### config.mk
export PLATFORM = sky130hd
export DESIGN_NAME = binmorph_ram
export DESIGN_NICKNAME = d
export VERILOG_FILES = /design/src/binary_morphology_3x3_2d_unit_defines.svh /design/src/binmorph_ram.sv
export SDC_FILE = /design/constraint.sdc
export NUM_CORES = 1
export LEC_CHECK = 0
export ABC_CLOCK_PERIOD_IN_PS = 1700
export BUFFER_PORTS_ARGS = -buffer_cell sky130_fd_sc_hd__buf_2
export CAP_MARGIN = 10
export CELL_PAD_IN_SITES_DETAIL_PLACEMENT = 2
export CELL_PAD_IN_SITES_GLOBAL_PLACEMENT = 2
export CORE_MARGIN = 8
export CORE_UTILIZATION = 48
export DETAILED_ROUTE_END_ITERATION = 10
export GPL_TIMING_DRIVEN = 0
export PLACE_DENSITY_LB_ADDON = 0.1
export SKIP_CTS_REPAIR_TIMING = 1
export SLEW_MARGIN = 0
export SYNTH_ARGS = -nofsm -noshare
export SYNTH_HDL_FRONTEND = slang
export SYNTH_SLANG_ARGS = --single-unit
### constraint.sdc
create_clock -name clk -period 1.7 [get_ports clk]
set_input_delay 0.085 -clock clk [delete_from_list [all_inputs] [get_ports clk]]
set_output_delay 0.085 -clock clk [all_outputs]
set_load 0.01 [all_outputs]
### src/binary_morphology_3x3_2d_unit_defines.svh
// ----------------------------------------------------------------------------
// Assertion macros for the 3x3 binary morphology unit
// Concurrent assertion wrappers; define ASSERT_OFF to compile them out.
// ----------------------------------------------------------------------------
`ifndef BINARY_MORPHOLOGY_3X3_2D_UNIT_DEFINES_SVH
`define BINARY_MORPHOLOGY_3X3_2D_UNIT_DEFINES_SVH

`ifndef ASSERT_OFF
// Checked outside reset only.
`define BM_ASSERT(name, clk, rstn, prop, msg) \
    name: assert property (@(posedge clk) disable iff (!(rstn)) prop) else $error(msg);
// Checked on every edge, reset included.
`define BM_ASSERT_ALWAYS(name, clk, prop, msg) \
    name: assert property (@(posedge clk) prop) else $error(msg);
`else
`define BM_ASSERT(name, clk, rstn, prop, msg)
`define BM_ASSERT_ALWAYS(name, clk, prop, msg)
`endif

`endif

### src/binmorph_ram.sv
// ----------------------------------------------------------------------------
// Generic simple dual-port RAM
// One write port, one read port with enable and registered read data.
// ----------------------------------------------------------------------------
module binmorph_ram #(
    parameter int WIDTH = 8,
    parameter int DEPTH = 16
) (
    input  logic                     clk,
    input  logic                     wr_en,
    input  logic [$clog2(DEPTH)-1:0] wr_addr,
    input  logic [WIDTH-1:0]         wr_data,
    input  logic                     rd_en,
    input  logic [$clog2(DEPTH)-1:0] rd_addr,
    output logic [WIDTH-1:0]         rd_data
);

    logic [WIDTH-1:0] mem [DEPTH];

    always_ff @(posedge clk) begin
        if (wr_en) begin
            mem[wr_addr] <= wr_data;
        end
        if (rd_en) begin
            rd_data <= mem[rd_addr];  // read-before-write on same address
        end
    end

endmodule

; ---- After elaboration in Yosys (flattened, before gate mapping)
; Memories as Yosys holds them, arrays and structs flattened. A register that Yosys moved wholly into a read port is not among the register bits.
; Cells that the tools add are included.
[word_totals]
ff_bits = 0
mem_bits_rw = 128
inputBits = 19
out_inout_bits = 8
word_cells = 3
n_memories = 1
[mem_list]
columns = name, words, word_bits, read_ports, rd_clocked_by_memory_dff, wr, line_no
row1 = mem, 16, 8, 1, 1, 1, binmorph_ram.sv:18  ; logic [WIDTH-1:0] mem [DEPTH];
[classes]
muxes = 2
[ops]
columns = cell, count
row1 = 2-to-1 mux 1 bit, 2

; ---- Depth between registers and ports, before layout
[logic_depth]
word_depth = 2
depth_mapped = 5
mapped_depth_nobuf = 3

; ---- Worst setup path after synthesis
; OpenSTA, ideal clock, no wires.
[synth_path]
path_kind = input to register
startpoint = in wr_addr[2]
endpoint = mem mem[0][0], enable pin
setup_ns = 0.383
arrival_ns = 1.195
required_time_ns = 1.317
slack_ns = 0.122
path_stages = 2
path_buffers = 0
cell_sequence = or3b_2 > nor3_1
[synth_lines]
columns = element, line_no
row1 = from (decl), binmorph_ram.sv:11  ; input logic [$clog2(DEPTH)-1:0] wr_addr,
row2 = to (decl), binmorph_ram.sv:18
; Straight into the memory's write port.

==> results.py <==
metrics = {
    "status": {
        "status": "completed",
    },
    "global_route": {
        "grt_remaining_overflow": 0,
        "grt_max_degree": 17,
        "vias_in_the_first_global_route": 2810,
        "grt.total_usage": 0.198,
        "grt_first_pass_wirelength_mm": 19.7,
        "antenna_found_initial": 0,
    },
    "clock_tree": {
        "worst_skew_pair.late_latency_ns": 0.54,
        "cts.clk_slew.worst_paths_ns": 0.06,
        "num_clock_sinks": 136,
        "htree_levels": 4,
        "number_of_buffers_added_by_the_clock_tree_synthesis_step": 17,
        "root_cell_of_the_clock_tree": "clkbuf_8",
        "max-clock-path-buffers": 2,
        "tritoncts": "yes",
    },
    "floorplanning": {
        "starting_density": 0.486,
        "rows": 38,
        "dieArea_um2": 14500,
        "fp.coreArea_um2": 10700,
        "die_h_um": 120,
        "die_w_um": 120,
        "ios": 27,
    },
    "worst_setup_path": {
        "reg2reg_depth": 3,
        "timing.critical_path.fanout_max": 1,
        "worstReg2RegStart": "mem[3][7]$_DFFE_PP_",
        "r2r_slack_ns": 0.09,
        "cp.arrival_ns": 1.88,
        "setup.worst_path.start_class": "register",
        "endpoint_kind": "register",
        "worstPathRequired_ns": 1.97,
        "regToRegEndpoint": "rd_data[7]$_DFFE_PP_",
        "worst-setup-path-type": "register to register",
    },
    "layout": {
        "layout_commonest_cell": "edfxtp_1",
        "fillers": 874,
        "layout.cells.non_filler": 437,
        "postLayoutCellArea_um2": 6250,
        "fin_nets": 303,
        "antenna_cells": 0,
        "drive_gt1_frac": 0.290,
        "final_cell_mix": "edfxtp_1 (136), buf_2 (29), mux4_2 (18)",
        "flow.area_growth_from_synthesis_pct": 19.5,
        "postLayoutCoreUtil": 0.581,
    },
    "pwr": {
        "power.density_cell_area_nw_per_um2": 1300,
        "clockPowerShare": 0.482,
        "power_switching_uw": 1670,
        "combPwrFrac": 0.049,
        "irDropWorstVdd_v": 0.000785,
        "leakage_uw": 0.00210,
        "internal_power_uw": 6450,
        "power_frac_seq": 0.468,
        "sw_frac_of_total": 0.206,
    },
    "sta": {
        "unrepaired_setup_endpoints_after_global_routing": "no",
        "worst_slew_pin_slew_ns": 0.892,
        "clock.fmax_mhz": 623,
        "final.min_clock_period_ns": 1.61,
        "worst_slew_margin_rel": 0.403,
        "finalHoldViolations": 0,
        "holdWs_ns": 0.00344,
        "final_period_util": 0.944,
        "finalClockSkew_ns": 0.00983,
        "setup_tns_ns": 0,
        "final_max_slew_viols": 0,
        "finalSetupViolations": 0,
    },
    "route": {
        "routedWlPerCell_um": 31.0,
        "route.final.wire_length_mm": 13.6,
        "num_vias": 2601,
        "drt_first_pass_iters": 5,
        "drtIter0Drc": 157,
        "final_antenna_net_count": 0,
        "detail_route.drc_violations": 0,
        "via_per_inst": 5.95,
    },
    "synthesis": {
        "synth.cell_area_um2": 5230,
        "synth-seq-area-share": 0.781,
        "syn_nets": 248,
        "synth_top_area_share": 0.781,
        "postSynthRegisterBits": 136,
        "syn_avg_cell_area_um2": 22.8,
        "post-synth-top-area-cell": "edfxtp_1",
        "yosys-top-cells-area": "edfxtp_1 (78%), mux4_2 (7.8%), mux4_1 (7.0%)",
        "ys.warnings.count": 0,
        "syn_inst": 229,
        "synth_cell_type_count": 18,
    },
    "run": {
        "max_cap_violations": 0,
    },
    "worst_hold_path": {
        "timing.hold.worst_path_depth": 1,
        "hp_class": "input port to register",
        "worst_hold_startpoint": "wr_data[1]",
        "min_delay_worst_endpoint": "mem[12][1]$_DFFE_PP_",
    },
    "placement": {
        "post_dp_cell_area_um2": 5540,
        "gp_congestion": 0.703,
        "dpl.cell_count": 396,
        "detailed_place_hpwl_mm": 8.40,
        "port-buffer-count": 25,
    },
}
## metrics by stage
step / setup slack (ns) / total power, uW
detailed placement: -0.175 / 4260
finish: 0.0950 / 8120
CTS: 0.0632 / 8160
global placement: -0.509 / 4220
global route: 0.0456 / 8300
floorplan: 0.122 / 4060
## worst max-delay path by stage
stage,startpoint,end,depth (start not counted)
finish,mem[3][7]$_DFFE_PP_,rd_data[7]$_DFFE_PP_,3
global route,mem[0][0]$_DFFE_PP_,rd_data[0]$_DFFE_PP_,3
CTS,mem[5][1]$_DFFE_PP_,rd_data[1]$_DFFE_PP_,3
detailed placement,wr_addr[3],mem[4][7]$_DFFE_PP_,3
global placement,wr_addr[2],mem[0][3]$_DFFE_PP_,3
floorplan,wr_addr[2],mem[0][0]$_DFFE_PP_,2
## cells by family (layout without fill, tap and decap cells)
family	Yosys count	after routing	share of synthesized area
flip-flops	136	136	0.781
AND/OR/NAND/NOR	35	35	0.0314
multiplexers	32	32	0.148
AO/OA/AOI/OAI	16	16	0.0230
buffers and inverters	10	78	0.0165
## area by class of cell
| type | instances | area [um2] | share of cell area |
|---|---|---|---|
| flip-flops and latches | 136 | 4080 | 0.654 |
| well taps | 140 | 175 | 0.0280 |
| clock buffers | 18 | 418 | 0.0669 |
| clock inverters | 14 | 204 | 0.0326 |
| multi-input cells | 83 | 1060 | 0.169 |
| plain buffers | 10 | 86.3 | 0.0138 |
| repair buffers | 36 | 223 | 0.0356 |
## critical path: stages (launching register included)
cell and delay, ns:
edfxtp_1 0.40, mux4_2 0.48, a22oi_1 0.34, nand2_1 0.12
## flip-flops by register name, summed over array words and instances, names as in the netlist
name,cells
mem,128
rd_data,8
## layer usage
metal | vias up | part of all wire | global-route usage
li1 | 1091 | - | -
met1 | 1410 | 0.43 | 0.255
met2 | 77 | 0.51 | 0.323
met3 | 23 | 0.045 | 0.0443
met4 | 0 | 0.018 | 0.0781
met5 | - | 0 | 0
## power by group through the flow
| stage | clock (uW) | sequential [uW] | combinational (uW) |
|---|---|---|---|
| floorplan | 0 | 3870 | 191 |
| global placement | 0 | 3860 | 363 |
| detailed placement | 0 | 3870 | 387 |
| CTS | 3960 | 3810 | 393 |
| global route | 4060 | 3810 | 426 |
| finish | 3920 | 3800 | 401 |
## Yosys cell counts
master	count
edfxtp_1	136
mux4_2	18
a22oi_1	16
mux4_1	14
nor2_1	13
nand2_1	9
nor3_1	4
buf_2	3
buf_6	3
clkdlybuf4s25_2	3
nand2b_1	2
nand3b_1	2
and2_1	1
and2b_1	1
buf_4	1
nand3_1	1
nor2b_1	1
or3b_2	1
No activity file was read; power rests on OpenSTA's default activity.
